$ cat src/rtl/wsbh_pkg.sv
package wsbh_pkg;

  // Fixed widths of the item fields and of the arithmetic.
  localparam int unsigned DataWidth = 32;
  localparam int unsigned ByteWidth = 8;

  // Default for the position counter width.
  localparam int unsigned PositionBitsDefault = 16;

  // The remainder unit retires one dividend bit per step.
  localparam int unsigned DivSteps = DataWidth;

  // Register map: index i lies at byte address 4*i.
  localparam int unsigned AddrWidth = 3;
  localparam logic RegTableSize = 1'b0;
  localparam logic RegFoldCase  = 1'b1;

  // Register reset values.
  localparam logic [DataWidth-1:0] TableSizeReset = 32'd256;
  localparam logic                 FoldCaseReset  = 1'b0;

  // ASCII case folding.
  localparam logic [ByteWidth-1:0] AsciiUpperFirst = 8'h41;
  localparam logic [ByteWidth-1:0] AsciiUpperLast  = 8'h5A;
  localparam logic [ByteWidth-1:0] AsciiCaseOffset = 8'h20;

  typedef struct packed {
    logic [ByteWidth-1:0] char_byte;
    logic                 last_byte;
  } in_item_t;

  typedef struct packed {
    logic [DataWidth-1:0] bucket;
    logic                 overlong;
  } out_item_t;

  // Commands from the controller to the datapath.
  typedef struct packed {
    logic accum;     // a byte that is not last was taken
    logic finish;    // the last byte was taken: close the sum, start the remainder
    logic div_step;  // one restoring remainder step
    logic load_out;  // move the finished remainder into the output register
  } dp_cmd_t;

endpackage

$ cat src/rtl/wsbh_ctrl.sv
module wsbh_ctrl (
  input  logic              clk_i,
  input  logic              rst_ni,
  input  logic              in_valid_i,
  input  logic              in_last_i,
  input  logic              out_stall_i,
  output logic              in_stall_o,
  output logic              out_valid_o,
  output wsbh_pkg::dp_cmd_t cmd_o
);
  import wsbh_pkg::*;

  localparam int unsigned CntWidth = $clog2(DivSteps);
  localparam logic [CntWidth-1:0] CntLast = CntWidth'(DivSteps - 1);

  typedef enum logic [1:0] {
    ST_RUN,
    ST_DIV,
    ST_DONE
  } state_e;

  state_e              state_q, state_d;
  logic [CntWidth-1:0] cnt_q, cnt_d;
  logic                out_valid_q, out_valid_d;
  logic                in_take;
  logic                out_take;
  logic                out_free;

  assign in_stall_o  = (state_q != ST_RUN);
  assign out_valid_o = out_valid_q;
  assign in_take     = in_valid_i && (state_q == ST_RUN);
  assign out_take    = out_valid_q && !out_stall_i;
  assign out_free    = !out_valid_q || out_take;

  always_comb begin
    cmd_o.accum    = in_take && !in_last_i;
    cmd_o.finish   = in_take && in_last_i;
    cmd_o.div_step = (state_q == ST_DIV);
    cmd_o.load_out = (state_q == ST_DONE) && out_free;
  end

  always_comb begin
    state_d     = state_q;
    cnt_d       = cnt_q;
    out_valid_d = out_valid_q;
    if (out_take) begin
      out_valid_d = 1'b0;
    end
    unique case (state_q)
      ST_RUN: begin
        if (in_take && in_last_i) begin
          state_d = ST_DIV;
          cnt_d   = '0;
        end
      end
      ST_DIV: begin
        cnt_d = cnt_q + 1'b1;
        if (cnt_q == CntLast) begin
          state_d = ST_DONE;
        end
      end
      ST_DONE: begin
        if (out_free) begin
          out_valid_d = 1'b1;
          state_d     = ST_RUN;
        end
      end
      default: begin
        state_d = ST_RUN;
      end
    endcase
  end

  always_ff @(posedge clk_i or negedge rst_ni) begin
    if (!rst_ni) begin
      state_q     <= ST_RUN;
      cnt_q       <= '0;
      out_valid_q <= 1'b0;
    end else begin
      state_q     <= state_d;
      cnt_q       <= cnt_d;
      out_valid_q <= out_valid_d;
    end
  end

`ifndef NO_ASSERTIONS
  a_last_starts_div: assert property (@(posedge clk_i) disable iff (!rst_ni)
    cmd_o.finish |=> (state_q == ST_DIV) && (cnt_q == '0))
    else $error("last byte did not start the remainder sequence");

  a_div_length: assert property (@(posedge clk_i) disable iff (!rst_ni)
    (state_q == ST_DIV) && (cnt_q == CntLast) |=> (state_q == ST_DONE))
    else $error("remainder sequence did not end after the final step");

  a_no_overwrite: assert property (@(posedge clk_i) disable iff (!rst_ni)
    cmd_o.load_out |-> (!out_valid_q || !out_stall_i))
    else $error("result loaded over a pending item");

  a_cmd_exclusive: assert property (@(posedge clk_i) disable iff (!rst_ni)
    $onehot0({cmd_o.accum, cmd_o.finish, cmd_o.div_step, cmd_o.load_out}))
    else $error("more than one datapath command at once");
`endif

endmodule

$ cat src/rtl/wsbh_datapath.sv
module wsbh_datapath #(
  parameter int unsigned POSITION_BITS = wsbh_pkg::PositionBitsDefault
) (
  input  logic                           clk_i,
  input  logic                           rst_ni,
  input  wsbh_pkg::dp_cmd_t              cmd_i,
  input  logic [wsbh_pkg::ByteWidth-1:0] char_byte_i,
  input  logic [wsbh_pkg::DataWidth-1:0] table_size_i,
  input  logic                           fold_case_i,
  output wsbh_pkg::out_item_t            out_item_o
);
  import wsbh_pkg::*;

  // String state.
  logic [DataWidth-1:0]     sum_q, sum_d;
  logic [POSITION_BITS-1:0] pos_q, pos_d;
  logic                     ovf_q, ovf_d;

  // Remainder unit: partial remainder and dividend shift register.
  logic [DataWidth:0]   rem_q;
  logic [DataWidth-1:0] quo_q;
  logic                 ovl_hold_q;

  // Output register.
  logic [DataWidth-1:0] bucket_q;
  logic                 overlong_q;

  logic [ByteWidth-1:0] folded;
  logic [DataWidth-1:0] weight;
  logic [DataWidth-1:0] pos_ext;
  logic [DataWidth-1:0] product;
  logic [DataWidth-1:0] sum_next;
  logic [DataWidth:0]   rem_shift;
  logic [DataWidth:0]   divisor_ext;

  always_comb begin
    folded = char_byte_i;
    if (fold_case_i && (char_byte_i >= AsciiUpperFirst) &&
        (char_byte_i <= AsciiUpperLast)) begin
      folded = char_byte_i + AsciiCaseOffset;
    end
  end

  assign weight   = {{(DataWidth-ByteWidth){folded[ByteWidth-1]}}, folded};
  assign pos_ext  = DataWidth'(pos_q);
  assign product  = pos_ext * weight;
  assign sum_next = sum_q + product;

  always_comb begin
    sum_d = sum_q;
    pos_d = pos_q;
    ovf_d = ovf_q;
    if (cmd_i.finish) begin
      sum_d = '0;
      pos_d = '0;
      ovf_d = 1'b0;
    end else if (cmd_i.accum) begin
      sum_d = sum_next;
      pos_d = pos_q + 1'b1;
      if (&pos_q) begin
        ovf_d = 1'b1;
      end
    end
  end

  always_ff @(posedge clk_i or negedge rst_ni) begin
    if (!rst_ni) begin
      sum_q <= '0;
      pos_q <= '0;
      ovf_q <= 1'b0;
    end else begin
      sum_q <= sum_d;
      pos_q <= pos_d;
      ovf_q <= ovf_d;
    end
  end

  // With a zero divisor every compare succeeds and nothing is subtracted, so
  // after all steps the low word of the remainder is the dividend itself.
  assign rem_shift   = {rem_q[DataWidth-1:0], quo_q[DataWidth-1]};
  assign divisor_ext = {1'b0, table_size_i};

  always_ff @(posedge clk_i) begin
    if (cmd_i.finish) begin
      rem_q      <= '0;
      quo_q      <= sum_next;
      ovl_hold_q <= ovf_q;
    end else if (cmd_i.div_step) begin
      quo_q <= {quo_q[DataWidth-2:0], 1'b0};
      if (rem_shift >= divisor_ext) begin
        rem_q <= rem_shift - divisor_ext;
      end else begin
        rem_q <= rem_shift;
      end
    end
    if (cmd_i.load_out) begin
      bucket_q   <= rem_q[DataWidth-1:0];
      overlong_q <= ovl_hold_q;
    end
  end

  assign out_item_o.bucket   = bucket_q;
  assign out_item_o.overlong = overlong_q;

endmodule

$ cat src/rtl/weighted_string_bucket_hash_top.sv
// Weighted string bucket hash. The string arrives one byte per item on the
// input channel, the final byte marked by last_byte. Each byte, optionally
// folded from ASCII upper to lower case, is read as a signed char, multiplied
// by its position in the string (the first byte has position 0) and added to
// a wrapping 32-bit sum. Bytes that are not last are taken at one per cycle
// and give no result. The last byte closes the sum and starts a restoring
// remainder unit that retires one dividend bit per cycle. The input stalls
// after each last byte until the remainder is done and has moved into the
// output register once that register is free. The output register lets new
// bytes be taken while a finished result still waits for the far side. The
// result item carries the sum modulo table_size (the full sum when table_size
// is zero) and the overlong flag, which is set when the string ran past the
// range of the POSITION_BITS-wide position counter; later bytes then take
// the wrapped position as their weight. Registers must be written over the
// APB-style port only while the block is idle, which the block itself does
// not enforce: table_size at address 0 and fold_case at address 4. There is
// no start-up sequence after reset.
module weighted_string_bucket_hash_top #(
  parameter int unsigned POSITION_BITS = wsbh_pkg::PositionBitsDefault
) (
  input  logic                           clk_i,
  input  logic                           rst_ni,

  input  logic                           in_valid_i,
  input  wsbh_pkg::in_item_t             in_data_i,
  output logic                           in_stall_o,

  output logic                           out_valid_o,
  output wsbh_pkg::out_item_t            out_data_o,
  input  logic                           out_stall_i,

  input  logic                           psel,
  input  logic                           penable,
  input  logic                           pwrite,
  input  logic [wsbh_pkg::AddrWidth-1:0] paddr,
  input  logic [wsbh_pkg::DataWidth-1:0] pwdata,
  output logic [wsbh_pkg::DataWidth-1:0] prdata,
  output logic                           pready
);
  import wsbh_pkg::*;

  logic [DataWidth-1:0] table_size_q;
  logic                 fold_case_q;
  logic                 cfg_write;
  logic                 reg_sel;
  dp_cmd_t              cmd;

  // The port never waits; a write lands in the access cycle.
  assign pready    = 1'b1;
  assign reg_sel   = paddr[2];
  assign cfg_write = psel && penable && pwrite && pready;

  always_ff @(posedge clk_i or negedge rst_ni) begin
    if (!rst_ni) begin
      table_size_q <= TableSizeReset;
      fold_case_q  <= FoldCaseReset;
    end else if (cfg_write) begin
      unique case (reg_sel)
        RegTableSize: table_size_q <= pwdata;
        RegFoldCase:  fold_case_q  <= pwdata[0];
        default: begin
        end
      endcase
    end
  end

  always_comb begin
    unique case (reg_sel)
      RegTableSize: prdata = table_size_q;
      RegFoldCase:  prdata = {{(DataWidth-1){1'b0}}, fold_case_q};
      default:      prdata = '0;
    endcase
  end

  // The controller sequences bytes, the remainder steps and the output
  // register; the datapath holds the sum, the position and the remainder.
  wsbh_ctrl u_ctrl (
    .clk_i       (clk_i),
    .rst_ni      (rst_ni),
    .in_valid_i  (in_valid_i),
    .in_last_i   (in_data_i.last_byte),
    .out_stall_i (out_stall_i),
    .in_stall_o  (in_stall_o),
    .out_valid_o (out_valid_o),
    .cmd_o       (cmd)
  );

  wsbh_datapath #(
    .POSITION_BITS (POSITION_BITS)
  ) u_datapath (
    .clk_i        (clk_i),
    .rst_ni       (rst_ni),
    .cmd_i        (cmd),
    .char_byte_i  (in_data_i.char_byte),
    .table_size_i (table_size_q),
    .fold_case_i  (fold_case_q),
    .out_item_o   (out_data_o)
  );

endmodule
$ cat config.mk
export PLATFORM = sky130hd
export DESIGN_NAME = weighted_string_bucket_hash_top
export DESIGN_NICKNAME = d
export VERILOG_FILES = /design/src/rtl/wsbh_pkg.sv /design/src/rtl/wsbh_ctrl.sv /design/src/rtl/wsbh_datapath.sv /design/src/rtl/weighted_string_bucket_hash_top.sv
export SDC_FILE = /design/constraint.sdc
export NUM_CORES = 1
export LEC_CHECK = 0
export BUFFER_PORTS_ARGS = -buffer_cell sky130_fd_sc_hd__buf_2
export CAP_MARGIN = 20
export CORE_ASPECT_RATIO = 1.1
export CORE_UTILIZATION = 40
export DETAILED_ROUTE_END_ITERATION = 6
export GPL_TIMING_DRIVEN = 0
export PLACE_DENSITY = 0.65
export SYNTH_ARGS = -nofsm -noshare
export SYNTH_HDL_FRONTEND = slang
export SYNTH_SLANG_ARGS = --single-unit
$ cat constraint.sdc
create_clock -name clk_i -period 9.1 [get_ports clk_i]
set_input_delay 1.82 -clock clk_i [delete_from_list [all_inputs] [get_ports clk_i]]
set_output_delay 1.82 -clock clk_i [all_outputs]
set_load 0.05 [all_outputs]
# Word level (Yosys, flattened, before mapping)

Index checks and enable logic that the tools add are counted.

Register bits: 188
Output and inout bits: 68

$add $sub $neg: 5
Multiply operators: 1
$lt $le $gt $ge: 3
Equal/unequal tests: 6
Mux-type cells: 21
Bitwise logic cells: 1
Reductions and logical operators: 25

Operators with widths:

| operator                                                               | number |
|---|---|
| 32-bit 2-to-1 mux                                                      | 5 |
| 32-bit case mux with 2 select lines                                    | 1 |
| 33-bit by 32-bit >= comparator with 1-bit output                       | 1 |
| 32-bit adder                                                           | 1 |
| 16-bit 2-to-1 mux                                                      | 2 |
| 32-bit subtractor                                                      | 1 |
| 17-bit by 8-bit multiplier with 25-bit output                          | 1 |
| 16-bit by 1-bit adder with 16-bit output (second input constant)       | 1 |
| 16-bit AND reduction                                                   | 1 |
| 5-bit case mux with 2 select lines                                     | 1 |
| 2-bit nonzero test                                                     | 5 |
| 1-bit logical AND                                                      | 9 |
| 8-bit by 6-bit adder with 8-bit output (second input constant)         | 1 |
| 8-bit by 7-bit >= comparator with 1-bit output (second input constant) | 1 |
| 8-bit by 7-bit <= comparator with 1-bit output (second input constant) | 1 |
| 8-bit 2-to-1 mux                                                       | 1 |
| 2-bit AND reduction                                                    | 4 |
| 1-bit 2-to-1 mux                                                       | 6 |
| 2-bit 2-to-1 mux                                                       | 3 |
| 2-bit case mux with 3 select lines                                     | 1 |
| 5-bit by 1-bit adder with 5-bit output (second input constant)         | 1 |
| 5-bit equality test (second input constant)                            | 1 |
| 5-bit 2-to-1 mux                                                       | 1 |
| 2-bit by 1-bit != test with 1-bit output (second input constant)       | 2 |
| 8 further kinds                                                        | 10 |

# Depth between registers and ports, before layout

Gate-level depths: netlist (run 1).

Word-level depth: 8
Gate-level depth with buffers: 32

# Modules after synthesis

Synthesis (run 1) repeated with hierarchy kept, for this count alone.

Cell total of the unflattened synthesis: 1645
Area, all modules: 15690.0 µm²

By module, submodules not included:

| module                          | instances | cells each | area an instance (µm²) | sequential area each (µm²) |
|---|---|---|---|---|
| wsbh_datapath                   | 1         | 1500       | 13678.1                | 3848.7 |
| weighted_string_bucket_hash_top | 1         | 108        | 1602.8                 | 827.0 |
| wsbh_ctrl                       | 1         | 37         | 409.1                  | 200.2 |

# Worst setup path before layout (run 1)

OpenSTA, ideal clock, no wires.

Path type: input port to flip-flop
Start point: input in_data_i[5] (netlist bit)
End point: register u_datapath.quo_q[31], data pin
Data arrival time: 8.758 ns
Required time: 8.831 ns
Path slack: 0.073 ns
Cell stages on the path: 28
Path buffers: 1
Cells stage by stage: or4_1 o21ai_0 a31oi_1 a21oi_1 clkbuf_1 nor2_1 fa_1 inv_1 fa_1 fa_1 fa_1 inv_1 ha_1 a21oi_1 o21ai_0 a21oi_1 a21boi_1 a221oi_2 o21ai_0 xnor2_1 ha_1 a21oi_1 o21ai_0 a21oi_1 o21ai_1 a221o_1 xnor3_1 o21ai_0

Longest elaborated chain between the ends: 7
Elaborated cells between the ends (all ways): 9

RTL lines:

| item                                              | RTL line                              | source |
|---|---|---|
| start, declared                                   | weighted_string_bucket_hash_top.sv:25 | `input wsbh_pkg::in_item_t in_data_i,` |
| 8-bit by 7-bit >= comparator with 1-bit output    | wsbh_datapath.sv:38                   | `if (fold_case_i && (char_byte_i >= AsciiUpperFirst) &&` |
| 1-bit logical AND (2 in series)                   | wsbh_datapath.sv:38                   |  |
| 8-bit 2-to-1 mux (*)                              | wsbh_datapath.sv:38                   |  |
| 17-bit by 8-bit multiplier with 25-bit output (*) | wsbh_datapath.sv:46                   | `assign product = pos_ext * weight;` |
| 32-bit adder (*)                                  | wsbh_datapath.sv:47                   | `assign sum_next = sum_q + product;` |
| 32-bit 2-to-1 mux (*)                             | wsbh_datapath.sv:84                   | `if (cmd_i.finish) begin` |
| end signal, assigned                              | wsbh_datapath.sv:86                   | `quo_q <= sum_next;` |
| end signal, assigned                              | wsbh_datapath.sv:89                   | `quo_q <= {quo_q[DataWidth-2:0], 1'b0};` |
| end, declared                                     | wsbh_datapath.sv:21                   | `logic [DataWidth-1:0] quo_q;` |

Mark *: on every way between the ends. The rest lies on a longest branch, timed or not.
A chain may end at the register's enable or synchronous reset.

# Worst setup path in the final report (run 1)

Start point: input in_data_i[4] (netlist bit)
End point: register u_datapath.quo_q[31], data pin

Same word-level chain as after synthesis.

==> impl_metrics.sql, run 1 <==
INSERT INTO impl_metrics (metric_group, metric, value, unit) VALUES
('global_route', 'grt_overflow_total', '0', ''),
('global_route', 'vias_in_the_first_global_route', '12000', ''),
('route', 'avgRoutedWirePerCell', '16.3', 'um'),
('yosys', 'post_synth_inst_count', '1640', ''),
('yosys', 'synth-seq-area-share', '0.321', ''),
('finish', 'most-common-layout-cells', 'sky130_fd_sc_hd__inv_1, sky130_fd_sc_hd__nand2_1, sky130_fd_sc_hd__ha_1', ''),
('sta', 'skew', '19.1', 'ps'),
('hold_path', 'min-delay-path-class', 'flip-flop to flip-flop', ''),
('sta', 'setup_slack', '230', 'ps'),
('yosys', 'ys_ff_latch', '188', ''),
('route', 'post_drt_via_cell_ratio', '5.23', ''),
('finish', 'finish.cell_count_without_fillers', '2299', ''),
('setup_path', 'path_class', 'input pin to flip-flop', ''),
('finish', 'final_util', '0.467', ''),
('finish', 'layout_commonest_cell', 'sky130_fd_sc_hd__inv_1', ''),
('pwr', 'power_density', '279', 'mW/mm^2'),
('route', 'dr.first_iter.drc_count', '571', ''),
('setup_path', 'critPathCaptureType', 'flip-flop', ''),
('sta', 'maxSlewViolCount', '0', ''),
('clocking', 'cts_root_buf', 'sky130_fd_sc_hd__clkbuf_16', ''),
('placement', 'place_hpwl', '29200', 'um'),
('floorplan', 'std_cell_rows', '74', ''),
('run', 'drv_cap', '0', ''),
('sta', 'layout_min_cycle_time', '8870', 'ps'),
('run_status', 'outcome', 'finished clean', ''),
('yosys', 'synthesis.area', '0.0152', 'sq mm'),
('floorplan', 'die_width', '188', 'um'),
('setup_path', 'timing.critical_path.arrival', '9050', 'ps'),
('clocking', 'cts_tree', 'built', ''),
('route', 'route.detailed.drc', '0', ''),
('global_route', 'global_route_wire_length_before_repair', '60900', 'um'),
('clocking', 'worst_setup_hold_path_clk_slew', '70', 'ps'),
('sta', 'timing.final.setup_violations', '0', ''),
('yosys', 'synth_cell_types', '73', ''),
('route', 'routed-via-count', '12000', ''),
('clocking', 'clock_latency', '450', 'ps'),
('sta', 'min_period_over_period', '0.975', ''),
('yosys', 'ys_dominant_reg_cell', 'sky130_fd_sc_hd__dfrtp_1', ''),
('floorplan', 'ios', '119', ''),
('floorplan', 'core_region_area', '0.0372', 'sq mm'),
('route', 'route.top_layer_used', 'met4', ''),
('setup_path', 'cpPeakStageDelay', '580', 'ps'),
('global_route', 'grt_util_all_layers', '0.197', ''),
('finish', 'area_growth_syn_to_layout', '14.5', '%'),
('yosys', 'post_synth.cell_area_avg', '9.26', 'sq um'),
('route', 'drtAntennaViolNets', '0', ''),
('floorplan', 'initial_standard_cell_utilization_of_the_core', '0.408', ''),
('global_route', 'grt_max_degree', '53', ''),
('setup_path', 'critPathRequiredTime', '9280', 'ps'),
('placement', 'placed_cells', '2251', ''),
('yosys', 'synth.net_count', '1907', ''),
('clocking', 'tritoncts_sink_count', '188', ''),
('finish', 'diodes', '0', ''),
('setup_path', 'crit_path_top_delay_cell', 'sky130_fd_sc_hd__fa_1', ''),
('finish', 'num-fill-cells', '3606', ''),
('clocking', 'cts-root-to-sink-buffers', '2', ''),
('yosys', 'synthArstFlopShare', '0.479', ''),
('setup_path', 'worstPathMaxFanout', '10', ''),
('setup_path', 'worstSetupStartpointType', 'input pin', ''),
('route', 'drtPass1Iterations', '5', ''),
('sta', 'report.final.hold_viol_count', '0', ''),
('clocking', 'cts_buffers', '17', ''),
('floorplan', 'fp.dieH', '206', 'um'),
('finish', 'final_layout_size_suffix_gt1_frac', '0.146', ''),
('global_route', 'antenna_violations_before_repair', '0', ''),
('pwr', 'vdd.ir_drop.worst', '0.000158', 'V'),
('route', 'route.met3.wl', '1500', 'um'),
('floorplan', 'die_area', '0.0387', 'sq mm'),
('sta', 'slew-limit-headroom', '0.436', ''),
('sta', 'hold_ws', '452', 'ps'),
('placement', 'place.port_buffers', '114', ''),
('yosys', 'count_of_flip_flops_with_a_built_in_enable_after_synthesis', '66', ''),
('route', 'finalWirelength', '37400', 'um'),
('finish', 'num-nets-final', '2059', ''),
('clocking', 'ctsHtreeMaxLevel', '4', ''),
('placement', 'routabilityCongestion', '0.876', ''),
('route', 'routed-wl-met2', '19000', 'um'),
('sta', 'max_freq', '113', 'MHz'),
('yosys', 'synth_warnings', '0', ''),
('route', 'met1Wirelength', '16300', 'um'),
('placement', 'placement.setup.worst_slack', '-1840', 'ps'),
('pwr', 'power_leakage', '0.00804', 'uW'),
('sta', 'worst_pin_slew', '845', 'ps');
## what timing repair did
item,in CTS,in global routing
resized for setup,20,40
hold buffers,0,0
setup endpoints to repair,35,22
pin swaps,8,28
setup buffers,9,9
## critical path, delay by kind of cell
family	cells	cell delay [ps]
buffers and inverters	4	480
AND/OR/NAND/NOR	4	1090
XOR/XNOR	2	480
AO/OA/AOI/OAI	15	2380
adder cells (fa/ha/maj)	6	2780
## cell families (layout without fill, tap and decap cells)
logic type | after synthesis | after routing | share of synthesized area
buffers and inverters | 256 | 421 | 0.0661
AO/OA/AOI/OAI | 346 | 346 | 0.143
XOR/XNOR | 83 | 83 | 0.0488
other | 1 | 1 | 0.000247
adder cells (fa/ha/maj) | 216 | 216 | 0.221
multiplexers | 61 | 61 | 0.0431
flip-flops | 188 | 188 | 0.321
AND/OR/NAND/NOR | 489 | 489 | 0.157
## cell usage after synthesis (14+ instances only)
cell type | number | area [sq um]
sky130_fd_sc_hd__inv_1 | 185 | 694
sky130_fd_sc_hd__nand2_1 | 163 | 612
sky130_fd_sc_hd__ha_1 | 129 | 1610
sky130_fd_sc_hd__o21ai_0 | 126 | 631
sky130_fd_sc_hd__and2_1 | 102 | 638
sky130_fd_sc_hd__nor2_1 | 102 | 383
sky130_fd_sc_hd__dfrtp_1 | 89 | 2230
sky130_fd_sc_hd__fa_1 | 87 | 1740
sky130_fd_sc_hd__a21oi_1 | 70 | 350
sky130_fd_sc_hd__edfxtp_1 | 66 | 1980
sky130_fd_sc_hd__clkbuf_1 | 60 | 225
sky130_fd_sc_hd__xnor2_1 | 45 | 394
sky130_fd_sc_hd__a21o_1 | 42 | 315
sky130_fd_sc_hd__xor2_1 | 37 | 324
sky130_fd_sc_hd__mux2_2 | 35 | 394
sky130_fd_sc_hd__dfxtp_1 | 32 | 641
sky130_fd_sc_hd__nand3_1 | 29 | 145
sky130_fd_sc_hd__mux2i_1 | 26 | 260
sky130_fd_sc_hd__and3_1 | 16 | 100
sky130_fd_sc_hd__nand4_1 | 15 | 93.8
sky130_fd_sc_hd__o21a_1 | 14 | 105
## final cells by class
type	instances	area, sq um	area share
multi-input cells	1196	9520	0.548
clock inverters	12	131	0.00756
clock buffers	20	447	0.0257
inverters	186	698	0.0402
well taps	494	618	0.0356
plain buffers	68	317	0.0182
repair buffers	135	777	0.0447
flip-flops and latches	188	4880	0.280
## metrics by stage
step / total power (uW) / TNS (ps) / area [sq um]
detailed placement: 4020 / -38290 / 16400
global placement: 3960 / -36400 / 16400
CTS: 4800 / 0 / 17200
finish: 4840 / 0 / 17400
global route: 5240 / -13.0 / 17400
floorplan: 3400 / 0 / 15200
## where the power goes
part           switching, uW  internal [uW]  total [uW]
combinational           1580           1140        2720
clock                    356            395         751
sequential               174           1200        1370
total                   2110           2740        4840
## worst paths after layout
kind / from / to / slack (ps) / cells after the start
hold / removal: u_datapath.ovl_hold_q$_DFFE_PP_ / u_datapath.overlong_q$_DFFE_PP_ / 450 / 0
min in group asynchronous: rst_ni / table_size_q[15]$_DFFE_PN0P_ / 1360 / 1
hold reg to reg: u_datapath.ovl_hold_q$_DFFE_PP_ / u_datapath.overlong_q$_DFFE_PP_ / 450 / 0
setup / recovery: in_data_i[4] / u_datapath.quo_q[31]$_DFFE_PP_ / 230 / 31
max in group asynchronous: rst_ni / u_datapath.sum_q[6]$_DFFE_PN0P_ / 7040 / 2
setup reg to reg: fold_case_q$_DFFE_PN0P_ / u_datapath.quo_q[31]$_DFFE_PP_ / 1410 / 31
## state kept, by name (all words and copies together), names as in the netlist
signal                 count
u_datapath.rem_q          32
u_datapath.bucket_q       32
u_datapath.ovf_q           1
u_datapath.ovl_hold_q      1
u_datapath.sum_q          32
table_size_q              32
u_ctrl.state_q             2
u_datapath.overlong_q      1
fold_case_q                1
u_ctrl.out_valid_o         1
u_datapath.quo_q          32
u_ctrl.cnt_q               5
u_datapath.pos_q          16
## routing by layer
layer,vias to the layer above,global-route usage
met3,42,0.0331
met2,247,0.356
met4,0,0.0517
met1,5888,0.241
li1,5849,-
met5,-,0
Note: power is estimated with default switching activity, not from simulation.
==> run 2, diff against run 1 <==
--- a/config.mk
+++ b/config.mk
@@ -9,6 +9,7 @@
 export CAP_MARGIN = 20
 export CORE_ASPECT_RATIO = 1.1
 export CORE_UTILIZATION = 40
+export CTS_BUF_LIST = sky130_fd_sc_hd__clkbuf_8
 export DETAILED_ROUTE_END_ITERATION = 6
 export GPL_TIMING_DRIVEN = 0
 export PLACE_DENSITY = 0.65
==> impl_metrics.sql, run 2 (synthesized netlist as in run 1, its figures left out) <==
INSERT INTO impl_metrics (metric_group, metric, value, unit) VALUES
('hold_path', 'min_from', 'u_datapath.ovl_hold_q$_DFFE_PP_', ''),
('route', 'post_drt_via_cell_ratio', '5.24', ''),
('route', 'routed-wl-met2', '18800', 'um'),
('setup_path', 'cpPeakStageDelay', '580', 'ps'),
('clocking', 'tritoncts_sink_count', '188', ''),
('run', 'drv_cap', '0', ''),
('route', 'dr.first_iter.drc_count', '631', ''),
('pwr', 'power_density', '271', 'mW/mm^2'),
('clocking', 'clock_latency', '490', 'ps'),
('floorplan', 'die_width', '188', 'um'),
('sta', 'hold_ws', '456', 'ps'),
('finish', 'final_layout_size_suffix_gt1_frac', '0.144', ''),
('route', 'route.met3.wl', '1400', 'um'),
('route', 'drtPass1Iterations', '5', ''),
('global_route', 'global_route_wire_length_before_repair', '60600', 'um'),
('sta', 'report.final.hold_viol_count', '0', ''),
('pwr', 'power_leakage', '0.00795', 'uW'),
('pwr', 'power_switching_share', '0.448', ''),
('setup_path', 'ff2ff_setup_slack', '1420', 'ps'),
('route', 'route.top_layer_used', 'met4', ''),
('floorplan', 'die_area', '0.0387', 'sq mm'),
('pwr', 'power.internal', '2570', 'uW'),
('clocking', 'cts_root_buf', 'sky130_fd_sc_hd__clkbuf_8', ''),
('placement', 'place_hpwl', '29200', 'um'),
('finish', 'seq_area', '0.00488', 'sq mm'),
('pwr', 'p_seq_frac', '0.295', ''),
('sta', 'worst_pin_slew', '869', 'ps'),
('placement', 'placedInstanceArea', '0.0164', 'sq mm'),
('sta', 'min_period_over_period', '0.971', ''),
('global_route', 'grt_overflow_total', '0', ''),
('setup_path', 'crit_path_top_delay_cell', 'sky130_fd_sc_hd__fa_1', ''),
('global_route', 'antenna_violations_before_repair', '0', ''),
('setup_path', 'critPathCaptureType', 'flip-flop', ''),
('finish', 'diodes', '0', ''),
('placement', 'place.port_buffers', '114', ''),
('route', 'met1Wirelength', '16400', 'um'),
('setup_path', 'critPathRequiredTime', '9300', 'ps'),
('finish', 'most-common-layout-cells', 'sky130_fd_sc_hd__inv_1, sky130_fd_sc_hd__nand2_1, sky130_fd_sc_hd__ha_1', ''),
('setup_path', 'worstPathMaxFanout', '10', ''),
('floorplan', 'std_cell_rows', '74', ''),
('route', 'avgRoutedWirePerCell', '16.2', 'um'),
('clocking', 'cts_hold_buffers', '0', ''),
('floorplan', 'fp.dieH', '206', 'um'),
('floorplan', 'core_region_area', '0.0372', 'sq mm'),
('hold_path', 'hold_end', 'u_datapath.overlong_q$_DFFE_PP_', ''),
('setup_path', 'crit-reg2reg-launch', 'fold_case_q$_DFFE_PN0P_', ''),
('placement', 'routabilityCongestion', '0.876', ''),
('setup_path', 'worstSetupStartpointType', 'input pin', ''),
('global_route', 'vias_in_the_first_global_route', '12000', ''),
('sta', 'timing.final.setup_violations', '0', ''),
('sta', 'layout_min_cycle_time', '8840', 'ps'),
('setup_path', 'critPathTopFamily', 'adder cells', ''),
('finish', 'layout_commonest_cell', 'sky130_fd_sc_hd__inv_1', ''),
('route', 'finalWirelength', '37200', 'um'),
('finish', 'total_area_of_multi_input_combinational_cells', '0.00950', 'sq mm'),
('route', 'drtAntennaViolNets', '0', ''),
('pwr', 'combinationalPowerShare', '0.583', ''),
('sta', 'maxSlewViolCount', '0', ''),
('clocking', 'worst_setup_hold_path_clk_slew', '100', 'ps'),
('clocking', 'cts_tree', 'built', ''),
('sta', 'setup_repair_after_global_routing_missed_its_margin', 'true', ''),
('sta', 'slew-limit-headroom', '0.420', ''),
('pwr', 'netsw', '2080', 'uW'),
('pwr', 'power.clock.fraction', '0.122', ''),
('finish', 'area_growth_syn_to_layout', '13.0', '%'),
('floorplan', 'initial_standard_cell_utilization_of_the_core', '0.408', ''),
('route', 'routed-via-count', '12000', ''),
('sta', 'max_freq', '113', 'MHz'),
('clocking', 'cts_buffers', '17', ''),
('setup_path', 'r2r_cells', '31', ''),
('global_route', 'grt_util_all_layers', '0.195', ''),
('setup_path', 'crit_buf_inv', '4', ''),
('setup_path', 'crit-reg2reg-capture', 'u_datapath.quo_q[31]$_DFFE_PP_', ''),
('sta', 'skew', '31.6', 'ps'),
('placement', 'placed_cells', '2251', ''),
('setup_path', 'path_class', 'input pin to flip-flop', ''),
('route', 'route.detailed.drc', '0', ''),
('clocking', 'ctsHtreeMaxLevel', '4', ''),
('global_route', 'grt_max_degree', '53', ''),
('finish', 'final_cell_area', '0.0172', 'sq mm'),
('pwr', 'finalPower', '4650', 'uW'),
('clocking', 'cts-root-to-sink-buffers', '2', ''),
('hold_path', 'min_delay_path_depth', '0', ''),
('floorplan', 'ios', '119', ''),
('run_status', 'outcome', 'finished clean', ''),
('hold_path', 'min-delay-path-class', 'flip-flop to flip-flop', ''),
('finish', 'finish.cell_count_without_fillers', '2297', ''),
('finish', 'num-nets-final', '2057', ''),
('finish', 'num-fill-cells', '3640', ''),
('pwr', 'vdd.ir_drop.worst', '0.000136', 'V'),
('setup_path', 'timing.critical_path.arrival', '9040', 'ps'),
('finish', 'final_util', '0.461', '');
==> run 2: cell count changes in the layout (fill, tap and decap cells not counted), moves of 2 or more <==
cell,before,now
sky130_fd_sc_hd__o21ai_2,6,4
sky130_fd_sc_hd__inv_1,185,187
sky130_fd_sc_hd__buf_4,21,18
sky130_fd_sc_hd__clkbuf_8,1,18
sky130_fd_sc_hd__clkbuf_16,17,0
sky130_fd_sc_hd__o21ai_0,115,118
==> run 2: how the worst max path moves through the flow <==
stage                            start                              to  slack (ps)  depth (start not counted)
after floorplan           in_data_i[5]  u_datapath.quo_q[31]$_DFFE_PP_          70                         28
after global placement    in_data_i[5]  u_datapath.quo_q[31]$_DFFE_PP_       -1760                         29
after detailed placement  in_data_i[5]  u_datapath.quo_q[31]$_DFFE_PP_       -1840                         29
after CTS                 in_data_i[5]  u_datapath.quo_q[31]$_DFFE_PP_           6                         31
after global routing      in_data_i[5]  u_datapath.quo_q[28]$_DFFE_PP_         -20                         29
final                     in_data_i[5]  u_datapath.quo_q[31]$_DFFE_PP_         260                         31
==> run 2: power groups by stage <==
stage	combinational, uW	sequential [uW]	clock, uW
2_1_floorplan	2070	1330	0
3_3_place_gp	2580	1380	0
3_5_place_dp	2630	1390	0
4_1_cts	2660	1370	578
5_1_grt	3030	1410	607
6_report	2710	1370	566
==> run 2: layer usage <==
metal / up-vias / global-route usage
met5: - / 0
met4: 0 / 0.0485
met3: 34 / 0.0318
met2: 227 / 0.354
met1: 5921 / 0.241
li1: 5844 / -
==> run 2: area by class of cell <==
cell class,instances,area share
well taps,494,0.0360
repair buffers,132,0.0440
clock inverters,14,0.00809
flip-flops and latches,188,0.284
multi-input cells,1196,0.554
clock buffers,18,0.0144
plain buffers,69,0.0187
inverters,186,0.0407
==> run 2: through the flow <==
| step | worst slack (ps) | TNS, ps |
|---|---|---|
| finish | 260 | 0 |
| global route | -18.1 | -27.4 |
| CTS | 6.36 | 0 |
| detailed placement | -1840 | -38290 |
| global placement | -1760 | -36400 |
| floorplan | 72.5 | 0 |
==> run 2: what timing repair did <==
action | 4_1_cts | 5_1_grt
buffers inserted | 9 | 6
cloned | 0 | 0
setup endpoints to repair | 32 | 22
pin swaps | 4 | 20
resized for setup | 17 | 38
